$ cat src/design/assert_macros.svh
// Assertion macros used by the top-level design file.
`ifndef ASSERT_MACROS_SVH
`define ASSERT_MACROS_SVH

`ifndef ASSERT_OFF

// Implication checked on every rising clock edge outside reset.
`define ASSERT_CLK(lbl, clk, rst_n, prop, msg) \
    lbl: assert property (@(posedge clk) disable iff (!rst_n) (prop)) else $error(msg);

// Condition that must never hold outside reset.
`define ASSERT_NEVER(lbl, clk, rst_n, cond, msg) \
    lbl: assert property (@(posedge clk) disable iff (!rst_n) !(cond)) else $error(msg);

`else

`define ASSERT_CLK(lbl, clk, rst_n, prop, msg)
`define ASSERT_NEVER(lbl, clk, rst_n, cond, msg)

`endif

`endif

$ cat src/design/cvfr_pkg.sv
// Package with word types, command format and the CRC-32 byte step.
`timescale 1ns / 1ps

package cvfr_pkg;

    // Reflected CRC-32 polynomial and the number of trailing CRC bytes.
    localparam logic [31:0] CRC_POLY   = 32'hEDB8_8320;
    localparam logic [31:0] CRC_INIT   = 32'hFFFF_FFFF;
    localparam int          CRC_BYTES  = 4;
    localparam logic [15:0] COUNT_MAX  = 16'hFFFF;

    // Command queue between the front and the back.
    localparam int Q_DEPTH = 4;
    localparam int Q_AW    = 2;
    localparam int Q_LW    = 3;

    // Input word.
    typedef struct packed {
        logic [7:0] data_byte;
        logic       last_byte;
    } t_in_word;

    // Output word.
    typedef struct packed {
        logic        voxel_valid;
        logic [2:0]  voxel_x;
        logic [2:0]  voxel_y;
        logic [2:0]  voxel_z;
        logic [5:0]  red_level;
        logic [5:0]  green_level;
        logic [5:0]  blue_level;
        logic        frame_done;
        logic        frame_ok;
        logic [15:0] message_length;
    } t_out_word;

    // Role of a byte within the message.
    typedef enum logic [1:0] {
        KIND_VOXEL = 2'd0,
        KIND_CRC   = 2'd1,
        KIND_EXTRA = 2'd2
    } t_kind;

    // Classified byte handed from the front to the back.
    typedef struct packed {
        t_kind       kind;
        logic [7:0]  data_byte;
        logic        last_byte;
        logic [2:0]  voxel_x;
        logic [2:0]  voxel_y;
        logic [2:0]  voxel_z;
        logic        len_ok;
        logic [15:0] message_length;
    } t_cmd;

    // Queue status seen by the top level.
    typedef struct packed {
        logic            full;
        logic            not_empty;
        logic [Q_LW-1:0] level;
    } t_q_status;

    // One byte through the reflected CRC-32 register.
    function automatic logic [31:0] crc32_byte(input logic [31:0] crc, input logic [7:0] b);
        logic [31:0] c;
        c = crc ^ {24'h000000, b};
        for (int k = 0; k < 8; k++) begin
            c = c[0] ? ((c >> 1) ^ CRC_POLY) : (c >> 1);
        end
        return c;
    endfunction

endpackage

$ cat src/design/crc_checked_voxel_frame_receiver_top.sv
// Top level of the CRC-checked voxel frame receiver.
//
//   channel | direction | handshake               | word
//   --------+-----------+-------------------------+------------------------
//   input   | in        | i_in_valid / o_in_stall | i_in_word  (t_in_word)
//   output  | out       | o_out_valid/ i_out_stall| o_out_word (t_out_word)
//
// One word is accepted per cycle while the queue has room; it is classified by
// the front, held in a queue entry, and its result is registered after the back
// end's CRC step. Without output stalls the rate is one word per cycle.
// Reset is synchronous and active low and returns the receiver to the start
// of a message. A stalled output fills the four-entry queue before the
// input stalls.
`timescale 1ns / 1ps
`include "assert_macros.svh"

module crc_checked_voxel_frame_receiver_top #(
    parameter int SIDE = 8
) (
    input  logic                i_clk,
    input  logic                i_rst_n,
    input  logic                i_in_valid,
    output logic                o_in_stall,
    input  cvfr_pkg::t_in_word  i_in_word,
    output logic                o_out_valid,
    input  logic                i_out_stall,
    output cvfr_pkg::t_out_word o_out_word
);
    import cvfr_pkg::*;

    logic      in_accept;
    logic      pop;
    t_cmd      front_cmd;
    t_cmd      queue_cmd;
    t_q_status q_status;

    // Accept while the queue has room.
    assign o_in_stall = q_status.full;
    assign in_accept  = i_in_valid && !q_status.full;

    cvfr_front #(
        .SIDE (SIDE)
    ) u_front (
        .i_clk    (i_clk),
        .i_rst_n  (i_rst_n),
        .i_accept (in_accept),
        .i_word   (i_in_word),
        .o_cmd    (front_cmd)
    );

    cvfr_queue u_queue (
        .i_clk    (i_clk),
        .i_rst_n  (i_rst_n),
        .i_push   (in_accept),
        .i_cmd    (front_cmd),
        .i_pop    (pop),
        .o_cmd    (queue_cmd),
        .o_status (q_status)
    );

    cvfr_back u_back (
        .i_clk       (i_clk),
        .i_rst_n     (i_rst_n),
        .i_cmd_valid (q_status.not_empty),
        .i_cmd       (queue_cmd),
        .o_pop       (pop),
        .o_out_valid (o_out_valid),
        .i_out_stall (i_out_stall),
        .o_out_word  (o_out_word)
    );

    // Checks on queue bookkeeping and result consistency.
    `ASSERT_NEVER(a_q_overflow, i_clk, i_rst_n, q_status.level > Q_LW'(Q_DEPTH), "queue level above depth")
    `ASSERT_CLK(a_ok_done, i_clk, i_rst_n, o_out_valid && o_out_word.frame_ok |-> o_out_word.frame_done, "frame_ok without frame_done")
    `ASSERT_CLK(a_voxel_not_ok, i_clk, i_rst_n, o_out_valid && o_out_word.voxel_valid |-> !o_out_word.frame_ok, "voxel word flagged as good frame")
    `ASSERT_CLK(a_len_done, i_clk, i_rst_n, o_out_valid && !o_out_word.frame_done |-> o_out_word.message_length == 16'd0, "length reported before the last word")

endmodule

$ cat src/design/cvfr_front.sv
// Front end: counts bytes, tracks voxel coordinates and classifies each word.
`timescale 1ns / 1ps

module cvfr_front #(
    parameter int SIDE = 8
) (
    input  logic             i_clk,
    input  logic             i_rst_n,
    input  logic             i_accept,
    input  cvfr_pkg::t_in_word i_word,
    output cvfr_pkg::t_cmd   o_cmd
);
    import cvfr_pkg::*;

    localparam int          CW        = $clog2(SIDE);
    localparam logic [15:0] VOXELS    = 16'(SIDE * SIDE * SIDE);
    localparam logic [15:0] FRAME_LEN = 16'(SIDE * SIDE * SIDE + CRC_BYTES);
    localparam logic [CW-1:0] LAST_C  = CW'(SIDE - 1);

    logic [15:0]   r_count, n_count;
    logic [CW-1:0] r_x, n_x, r_y, n_y, r_z, n_z;
    logic [15:0]   len;
    logic          is_voxel;
    logic          is_crc;
    logic [CW+2:0] x_ext, y_ext, z_ext;

    // Classify the byte by its position in the message.
    assign is_voxel = r_count < VOXELS;
    assign is_crc   = r_count < FRAME_LEN;
    assign len      = (r_count == COUNT_MAX) ? COUNT_MAX : r_count + 16'd1;

    // Coordinates are reported in three bits.
    assign x_ext = {3'b000, r_x};
    assign y_ext = {3'b000, r_y};
    assign z_ext = {3'b000, r_z};

    always_comb begin
        o_cmd.kind           = is_voxel ? KIND_VOXEL : (is_crc ? KIND_CRC : KIND_EXTRA);
        o_cmd.data_byte      = i_word.data_byte;
        o_cmd.last_byte      = i_word.last_byte;
        o_cmd.voxel_x        = x_ext[2:0];
        o_cmd.voxel_y        = y_ext[2:0];
        o_cmd.voxel_z        = z_ext[2:0];
        o_cmd.len_ok         = len == FRAME_LEN;
        o_cmd.message_length = len;
    end

    // Next count and coordinates; the last word of a message starts over.
    always_comb begin
        n_count = r_count;
        n_x     = r_x;
        n_y     = r_y;
        n_z     = r_z;
        if (i_accept) begin
            if (i_word.last_byte) begin
                n_count = '0;
                n_x     = '0;
                n_y     = '0;
                n_z     = '0;
            end else begin
                n_count = len;
                if (is_voxel) begin
                    if (r_x == LAST_C) begin
                        n_x = '0;
                        if (r_y == LAST_C) begin
                            n_y = '0;
                            n_z = r_z + CW'(1);
                        end else begin
                            n_y = r_y + CW'(1);
                        end
                    end else begin
                        n_x = r_x + CW'(1);
                    end
                end
            end
        end
    end

    always_ff @(posedge i_clk) begin
        if (!i_rst_n) begin
            r_count <= '0;
            r_x     <= '0;
            r_y     <= '0;
            r_z     <= '0;
        end else begin
            r_count <= n_count;
            r_x     <= n_x;
            r_y     <= n_y;
            r_z     <= n_z;
        end
    end

endmodule

$ cat src/design/cvfr_queue.sv
// Short command queue between the front end and the back end.
`timescale 1ns / 1ps

module cvfr_queue (
    input  logic                i_clk,
    input  logic                i_rst_n,
    input  logic                i_push,
    input  cvfr_pkg::t_cmd      i_cmd,
    input  logic                i_pop,
    output cvfr_pkg::t_cmd      o_cmd,
    output cvfr_pkg::t_q_status o_status
);
    import cvfr_pkg::*;

    t_cmd            r_mem [Q_DEPTH];
    logic [Q_AW-1:0] r_wr_ptr, r_rd_ptr;
    logic [Q_LW-1:0] r_level;

    // Entry storage; written only at the write pointer.
    always_ff @(posedge i_clk) begin
        if (i_push) begin
            r_mem[r_wr_ptr] <= i_cmd;
        end
    end

    // Pointers and fill level.
    always_ff @(posedge i_clk) begin
        if (!i_rst_n) begin
            r_wr_ptr <= '0;
            r_rd_ptr <= '0;
            r_level  <= '0;
        end else begin
            if (i_push) begin
                r_wr_ptr <= r_wr_ptr + Q_AW'(1);
            end
            if (i_pop) begin
                r_rd_ptr <= r_rd_ptr + Q_AW'(1);
            end
            if (i_push && !i_pop) begin
                r_level <= r_level + Q_LW'(1);
            end else if (i_pop && !i_push) begin
                r_level <= r_level - Q_LW'(1);
            end
        end
    end

    assign o_cmd              = r_mem[r_rd_ptr];
    assign o_status.full      = r_level == Q_LW'(Q_DEPTH);
    assign o_status.not_empty = r_level != '0;
    assign o_status.level     = r_level;

endmodule

$ cat src/design/cvfr_back.sv
// Back end: runs the CRC, collects the trailer and registers the result word.
`timescale 1ns / 1ps

module cvfr_back (
    input  logic                 i_clk,
    input  logic                 i_rst_n,
    input  logic                 i_cmd_valid,
    input  cvfr_pkg::t_cmd       i_cmd,
    output logic                 o_pop,
    output logic                 o_out_valid,
    input  logic                 i_out_stall,
    output cvfr_pkg::t_out_word  o_out_word
);
    import cvfr_pkg::*;

    logic [31:0] r_crc, n_crc;
    logic [31:0] r_rcv, n_rcv;
    logic        r_out_valid;
    t_out_word   r_out, n_out;

    // Take a command whenever the output register is free or being drained.
    assign o_pop = i_cmd_valid && (!r_out_valid || !i_out_stall);

    // Execute one command.
    always_comb begin
        n_crc = r_crc;
        n_rcv = r_rcv;
        n_out = '0;
        case (i_cmd.kind)
            KIND_VOXEL: begin
                n_crc             = crc32_byte(r_crc, i_cmd.data_byte);
                n_out.voxel_valid = 1'b1;
                n_out.voxel_x     = i_cmd.voxel_x;
                n_out.voxel_y     = i_cmd.voxel_y;
                n_out.voxel_z     = i_cmd.voxel_z;
                n_out.red_level   = {i_cmd.data_byte[7:5], 3'b000};
                n_out.green_level = {i_cmd.data_byte[4:2], 3'b000};
                n_out.blue_level  = {i_cmd.data_byte[1:0], 4'b0000};
            end
            KIND_CRC: begin
                n_rcv = {r_rcv[23:0], i_cmd.data_byte};
            end
            default: begin
            end
        endcase
        // The last word reports the frame and clears the checker state.
        if (i_cmd.last_byte) begin
            n_out.frame_done     = 1'b1;
            n_out.frame_ok       = i_cmd.len_ok && ((n_crc ^ CRC_INIT) == n_rcv);
            n_out.message_length = i_cmd.message_length;
            n_crc                = CRC_INIT;
            n_rcv                = '0;
        end
    end

    always_ff @(posedge i_clk) begin
        if (!i_rst_n) begin
            r_crc       <= CRC_INIT;
            r_rcv       <= '0;
            r_out_valid <= 1'b0;
        end else begin
            if (o_pop) begin
                r_crc       <= n_crc;
                r_rcv       <= n_rcv;
                r_out_valid <= 1'b1;
            end else if (!i_out_stall) begin
                r_out_valid <= 1'b0;
            end
        end
    end

    // Result payload.
    always_ff @(posedge i_clk) begin
        if (o_pop) begin
            r_out <= n_out;
        end
    end

    assign o_out_valid = r_out_valid;
    assign o_out_word  = r_out;

endmodule
$ cat config.mk
export PLATFORM = sky130hd
export DESIGN_NAME = crc_checked_voxel_frame_receiver_top
export DESIGN_NICKNAME = d
export VERILOG_FILES = /design/src/design/cvfr_pkg.sv /design/src/design/crc_checked_voxel_frame_receiver_top.sv /design/src/design/cvfr_front.sv /design/src/design/cvfr_queue.sv /design/src/design/cvfr_back.sv
export VERILOG_INCLUDE_DIRS = /design/src /design/src/design
export SDC_FILE = /design/constraint.sdc
export NUM_CORES = 1
export LEC_CHECK = 0
export BUFFER_PORTS_ARGS = -buffer_cell sky130_fd_sc_hd__buf_2
export CORE_MARGIN = 4
export CORE_UTILIZATION = 35
export CTS_CLUSTER_DIAMETER = 150
export DETAILED_ROUTE_END_ITERATION = 10
export GPL_TIMING_DRIVEN = 0
export MAX_ROUTING_LAYER = met4
export PLACE_DENSITY = 0.46
export SETUP_SLACK_MARGIN = 0.05
export SYNTH_ARGS = -nofsm -noshare
export SYNTH_HDL_FRONTEND = slang
export SYNTH_HIERARCHICAL = 1
export SYNTH_SLANG_ARGS = --single-unit
$ cat constraint.sdc
create_clock -name i_clk -period 8.5 [get_ports i_clk]
set_input_delay 0 -clock i_clk [delete_from_list [all_inputs] [get_ports i_clk]]
set_output_delay 0 -clock i_clk [all_outputs]
set_load 0.05 [all_outputs]
==> results of run 1 <==
layout by cell type, fill, tap and decap left out, types with 11 or more instances in the layout:
| cell type | n |
|---|---|
| o22ai_1 | 34 |
| nor4_1 | 11 |
| buf_2 | 56 |
| nor2b_1 | 40 |
| dfxtp_1 | 99 |
| a22oi_1 | 38 |
| a21oi_1 | 30 |
| dlygate4sd3_1 | 12 |
| clkbuf_1 | 49 |
| o21ai_0 | 24 |
| inv_1 | 23 |
| nor2_1 | 46 |
| ha_1 | 11 |
| edfxtp_1 | 184 |
| xor2_1 | 35 |
| nand3_1 | 17 |
| clkbuf_16 | 35 |
| xnor2_1 | 58 |
| mux2i_1 | 27 |
| and2_1 | 43 |
| buf_4 | 19 |
| mux4_2 | 30 |
| nand2_1 | 80 |
worst max-delay path: cells and delay by family, from the launching register on:
kind / cells / cell delay [ns]
flops: 1 / 0.32
xor+xnor: 4 / 1.81
mux: 1 / 0.77
compound gates: 2 / 0.32
buf+inv: 1 / 0.20
simple gates: 2 / 0.64
state kept, by name (all words and copies together), names as in the netlist, named ones only:
signal,flops
u_queue/r_mem,148
u_back/o_out_word,36
u_back/r_crc,32
u_back/r_rcv,32
u_front/r_count,16
u_front/r_x,3
u_front/r_y,3
u_front/r_z,3
u_queue/r_level,3
u_queue/r_rd_ptr,2
u_queue/r_wr_ptr,2
u_back/o_out_valid,1
worst paths after layout:
kind,from,end,slack (ns),cells past startpoint
max reg2reg,register,u_back/o_out_word[16],4.18,10
max,register,u_back/o_out_word[16],4.18,10
min,i_in_word[6],u_queue/r_mem[1][32],0.20,2
min reg2reg,u_queue/r_level[2],u_queue/r_level[2],0.52,2
logic make-up (layout without fill, tap and decap cells):
family                     after synthesis  after routing  synth area share [%]
AOI/OAI and AO/OA                      193            193                 9.729
xor gates and xnor gates               118            118                 10.05
adders and majority gates               12             12                 1.148
buffers and inverters                  104            226                 4.017
DFF                                    283            283                 54.65
muxes                                   69             69                 8.635
other                                    1             11               0.02730
and+or+nand+nor                        303            303                 11.74
stage by stage:
step / instance area, sq um / hold slack, ns
after floorplan: 13770 / 0.1175
after global placement: 14630 / 0.2041
after detailed placement: 14720 / 0.2098
after CTS: 15890 / 0.1758
after global routing: 15890 / 0.2037
final: 15890 / 0.2048
Yosys cell counts, types with 24 or more instances:
cell      count  area share, %
a21oi_1      30            1.1
a22oi_1      38            2.1
and2_1       47            2.1
clkbuf_1     36           0.98
dfxtp_1      99             14
edfxtp_1    184             40
mux2i_1      27            2.0
mux4_2       30            4.9
nand2_1      80            2.2
nor2_1       46            1.3
nor2b_1      40            1.8
o21ai_0      24           0.87
o22ai_1      34            1.5
xnor2_1      58            3.7
xor2_1       35            2.2
where the power goes:
part / leakage [nW] / internal [mW] / switching (mW)
combinational: 2.60 / 1.53 / 2.38
clock: 0.500 / 0.773 / 0.590
sequential: 2.58 / 1.74 / 0.156
total: 5.68 / 4.04 / 3.13
routing by layer:
| layer | share of wire (%) | GRT usage (%) | vias up |
|---|---|---|---|
| li1 | - | - | 4209 |
| met1 | 44 | 23.87 | 4468 |
| met2 | 49 | 29.95 | 199 |
| met3 | 3.8 | 2.919 | 61 |
| met4 | 3.1 | 6.511 | 0 |
| met5 | 0 | - | - |
timing repair:
action | in CTS | in global routing
setup buffers | 0 | 0
gates resized for setup | 0 | 0
hold endpoints to repair | 53 | 0
hold buffers | 12 | 0
final cells by class:
class	count	area [sq um]
Antenna cell	1	2.502
Buffer	79	461.7
Clock buffer	49	928.4
Clock inverter	15	113.9
Fill cell	3757	22850
Inverter	25	93.84
Multi-Input combinational cell	705	5715
Sequential cell	283	7507
Tap cell	518	648.1
Timing Repair Buffer	58	417.9
==> run metrics, run 1 <==
Worst path slowest cell mux4_1; static leakage 5.680 nW; register area share after synthesis 54.65%; # clock sinks 283; final core occ 41.02%; CP Launch Type register; largest net degree at the start of global routing 49; hold crit path type in -> reg; Cells after DPL 1,656; Overall Global Routing Usage 18.52%; full die area 42,480 sq um; Netlist cell types 81; GRT overflow 0; CTS Buf Count 35; vias per cell 5.157; Period Utilization, post-route 50.82%; first-pass GRT wire length 57,260 um; FFs w/ async S/R, synth 0%; setup TNS 0 ns; cell chain of the critical path buf_6 -> mux4_1 -> xnor2_2 -> xor2_1 -> xnor2_1 -> xnor3_4 -> nor2_1 -> a32o_1 -> o2111ai_1 -> nor4_2; PD cells 451.4 nW/um^2; Slew Viols, Final 0; DRT Wirelength 37,990 um; drt wl/cell 21.92 um; Clock transition at path regs 0.06 ns; via count 8,937; Synthesis Warnings 6; Fin. Hold Viols 0; overall power 7.173 mW; Clock Latency Late Sink 0.54 ns; Max stage delay on crit path 0.77 ns; post-DP HPWL 26,680 um; Critical Path AT 4.60 ns; Crit Path Max Fanout 10; Pre-Repair DR Iteration Count 5; nets@finish 1,212; Max Clk Rate 231.5 MHz; area grow syn2layout 15.68%; fin cells 1,733; H-tree depth 2; PortBufs 42; initial antenna violation count 1; RD Place Congestion 0.9415; Ports 61; Final ANT Viol Nets 0; vias in the first global route 8,967; EDFF count, synth 184; post-route minimum period 4.320 ns; Fin Clk Skew 0.01762 ns; Seq cells post-synth 283; initial drt markers 604; die height 206.1 um; Worst Tran Pin Value 0.8598 ns; unrepaired setup endpoints after global routing false; num rows 72; crit end category register; Clock Path Buffers 3; total core area 38,740 sq um; run status finished clean; worst vdd ir 202.8 uV; Max Cap Violations 0; Worst Path Required 8.78 ns; area of the mapped netlist 13,740 sq um; Die W 206.1 um; slew margin rel. 42.68%; Post-Place Worst Slack 4.139 ns; Top FF cell, synth edfxtp_1; post-synthesis cell count 1,083; share of cells above drive strength 1 17.13%; Final setup viols 0; syn_area_per_cell 12.68 sq um; Initial Util 35.46%; Root Driver clkbuf_16; setup ws final 4.180 ns; drt drc 0; TritonCTS clock tree built; worst setup path class reg -> reg
(Power assumes the default switching activity.)
==> inputs of run 2 (changes only) <==
- clock period: 8.5 -> 4.38 ns (I/O delays scaled with it)
==> run 2 against run 1 <==
  * Maximum frequency rose by 6.2%
  * Via count grew 0.91%
  * Count of clock-buffer cells in the layout unchanged
  * First-iteration DRC count shrank 0.66%
  * Largest power group unchanged
  * Clock skew barely moved
  * Critical path depth unchanged
  * Clock power increased by 95%
  * Global-route usage is essentially flat
==> run metrics, run 2 (synthesis results as in run 1) <==
post-DP HPWL 26,680 um; die height 206.1 um; Critical Path AT 4.39 ns; run status finished clean; slew margin rel. 42.48%; met2 wire length 18,720 um; worst vdd ir 433.7 uV; Overall Global Routing Usage 18.56%; most common cell after layout, fill and taps aside edfxtp_1; vias in the first global route 8,966; largest net degree at the start of global routing 49; DRT Wirelength 38,200 um; Slew Viols, Final 0; Fin Clk Skew 0.01755 ns; Post-Place Worst Slack 0.01936 ns; crit end category register; area grow syn2layout 16.66%; Initial Util 35.46%; Fin. Hold Viols 0; setup ws final 0.3124 ns; CTS Buf Count 35; Worst Tran Pin Value 0.8628 ns; most used cell, CP xnor2_4; Root Driver clkbuf_16; Pre-Repair DR Iteration Count 5; Clock transition at path regs 0.06 ns; post-route minimum period 4.068 ns; metal1 wirelength 16,820 um; GRT overflow 0; Worst Path Required 4.70 ns; full die area 42,480 sq um; max reg flops 148; Crit Path Max Fanout 10; total core area 38,740 sq um; Clock Latency Late Sink 0.54 ns; initial drt markers 600; drt drc 0; RD Place Congestion 0.9415; cell chain of the critical path buf_6 -> mux4_1 -> xnor2_4 -> xnor2_4 -> xor2_1 -> nor2_1 -> a211oi_1 -> nand4_1 -> o31a_1 -> nor4_4; CP Launch Type register; static leakage 5.749 nW; Cell Int Power 8.004 mW; Die W 206.1 um; DR WL met3 1547 um; switching part of the total 43.36%; most frequent cells in the layout edfxtp_1 (184), dfxtp_1 (99), nand2_1 (80), xnor2_1 (58), buf_2 (57); Clock Path Buffers 3; part of the power in registers 26.1%; Net Switching 6.128 mW; hold crit path type in -> reg; Final setup viols 0; part of the power in the clock network 18.7%; Max Used Layer met4; first-pass GRT wire length 57,370 um; Ports 61; Comb pwr share 55.2%; fill count 3,753; Final ANT Viol Nets 0; TritonCTS clock tree built; Max Cap Violations 0; nets@finish 1,222; drt wl/cell 21.91 um; Max stage delay on crit path 0.82 ns; unrepaired setup endpoints after global routing false; H-tree depth 2; initial antenna violation count 1; Worst path slowest cell mux4_1; num rows 72; worst setup path class reg -> reg; overall power 14.13 mW; vias per cell 5.174; Reg with most FFs u_queue/r_mem; via count 9,018; PortBufs 42; PD cells 881.9 nW/um^2; Period Utilization, post-route 92.87%; share of cells above drive strength 1 18.06%; # clock sinks 283; Max Clk Rate 245.8 MHz
-- run 2: metrics by stage --
step	util (%)	area [sq um]	cells	hold slack [ns]	setup TNS (ns)
final	41.37	16020	1743	0.2020	0
after detailed placement	38.01	14720	1656	0.2098	0
after global routing	41.37	16020	1743	0.2037	0
after CTS	41.13	15930	1735	0.1758	0
after floorplan	-	13770	1092	0.1175	0
after global placement	37.76	14630	1652	0.2041	-0.8467
-- run 2: area by class of cell --
cell class	instances	area [sq um]	share of cell area, %
Antenna cell	1	2.502	0.01562
Buffer	79	465.4	2.905
Clock buffer	49	928.4	5.794
Clock inverter	15	113.9	0.7105
Inverter	25	93.84	0.5856
Multi-Input combinational cell	705	5747	35.86
Sequential cell	283	7507	46.85
Tap cell	518	648.1	4.045
Timing Repair Buffer	68	518.0	3.233
-- run 2: worst paths after layout --
kind | start | end | slack, ns | cells past startpoint
max | register | u_back/o_out_word[16] | 0.31 | 10
min | i_in_word[6] | u_queue/r_mem[1][32] | 0.20 | 2
max reg2reg | register | u_back/o_out_word[16] | 0.31 | 10
min reg2reg | u_queue/r_level[2] | u_queue/r_level[2] | 0.52 | 2
-- run 2: what timing repair did --
action | CTS | global route
endpoints found under the hold margin | 53 | 0
setup endpoints to repair | 1 | 1
resized for setup | 3 | 4
hold buffers | 12 | 0
setup buffers | 3 | 7
pin swaps | 1 | 2
-- run 2: metal layers --
layer / track usage, % / vias to the layer above
met2: 30.03 / 211
met1: 23.99 / 4518
li1: - / 4230
met4: 6.298 / 0
met5: - / -
met3: 2.919 / 59
-- run 2: critical path, delay by kind of cell, from the launching register on --
family / cells / cell delay (ns)
simple gates: 3 / 0.60
mux: 1 / 0.82
buf+inv: 1 / 0.20
compound gates: 2 / 0.76
flops: 1 / 0.32
xor+xnor: 3 / 1.13
-- run 2: power by group through the flow --
| stage | logic, mW | clock network, mW | registers [mW] |
|---|---|---|---|
| after detailed placement | 7.54 | 0 | 3.74 |
| final | 7.80 | 2.65 | 3.69 |
| after floorplan | 5.07 | 0 | 4.27 |
| after global routing | 8.26 | 2.86 | 3.73 |
| after global placement | 7.55 | 0 | 3.76 |
| after CTS | 7.64 | 2.76 | 3.69 |
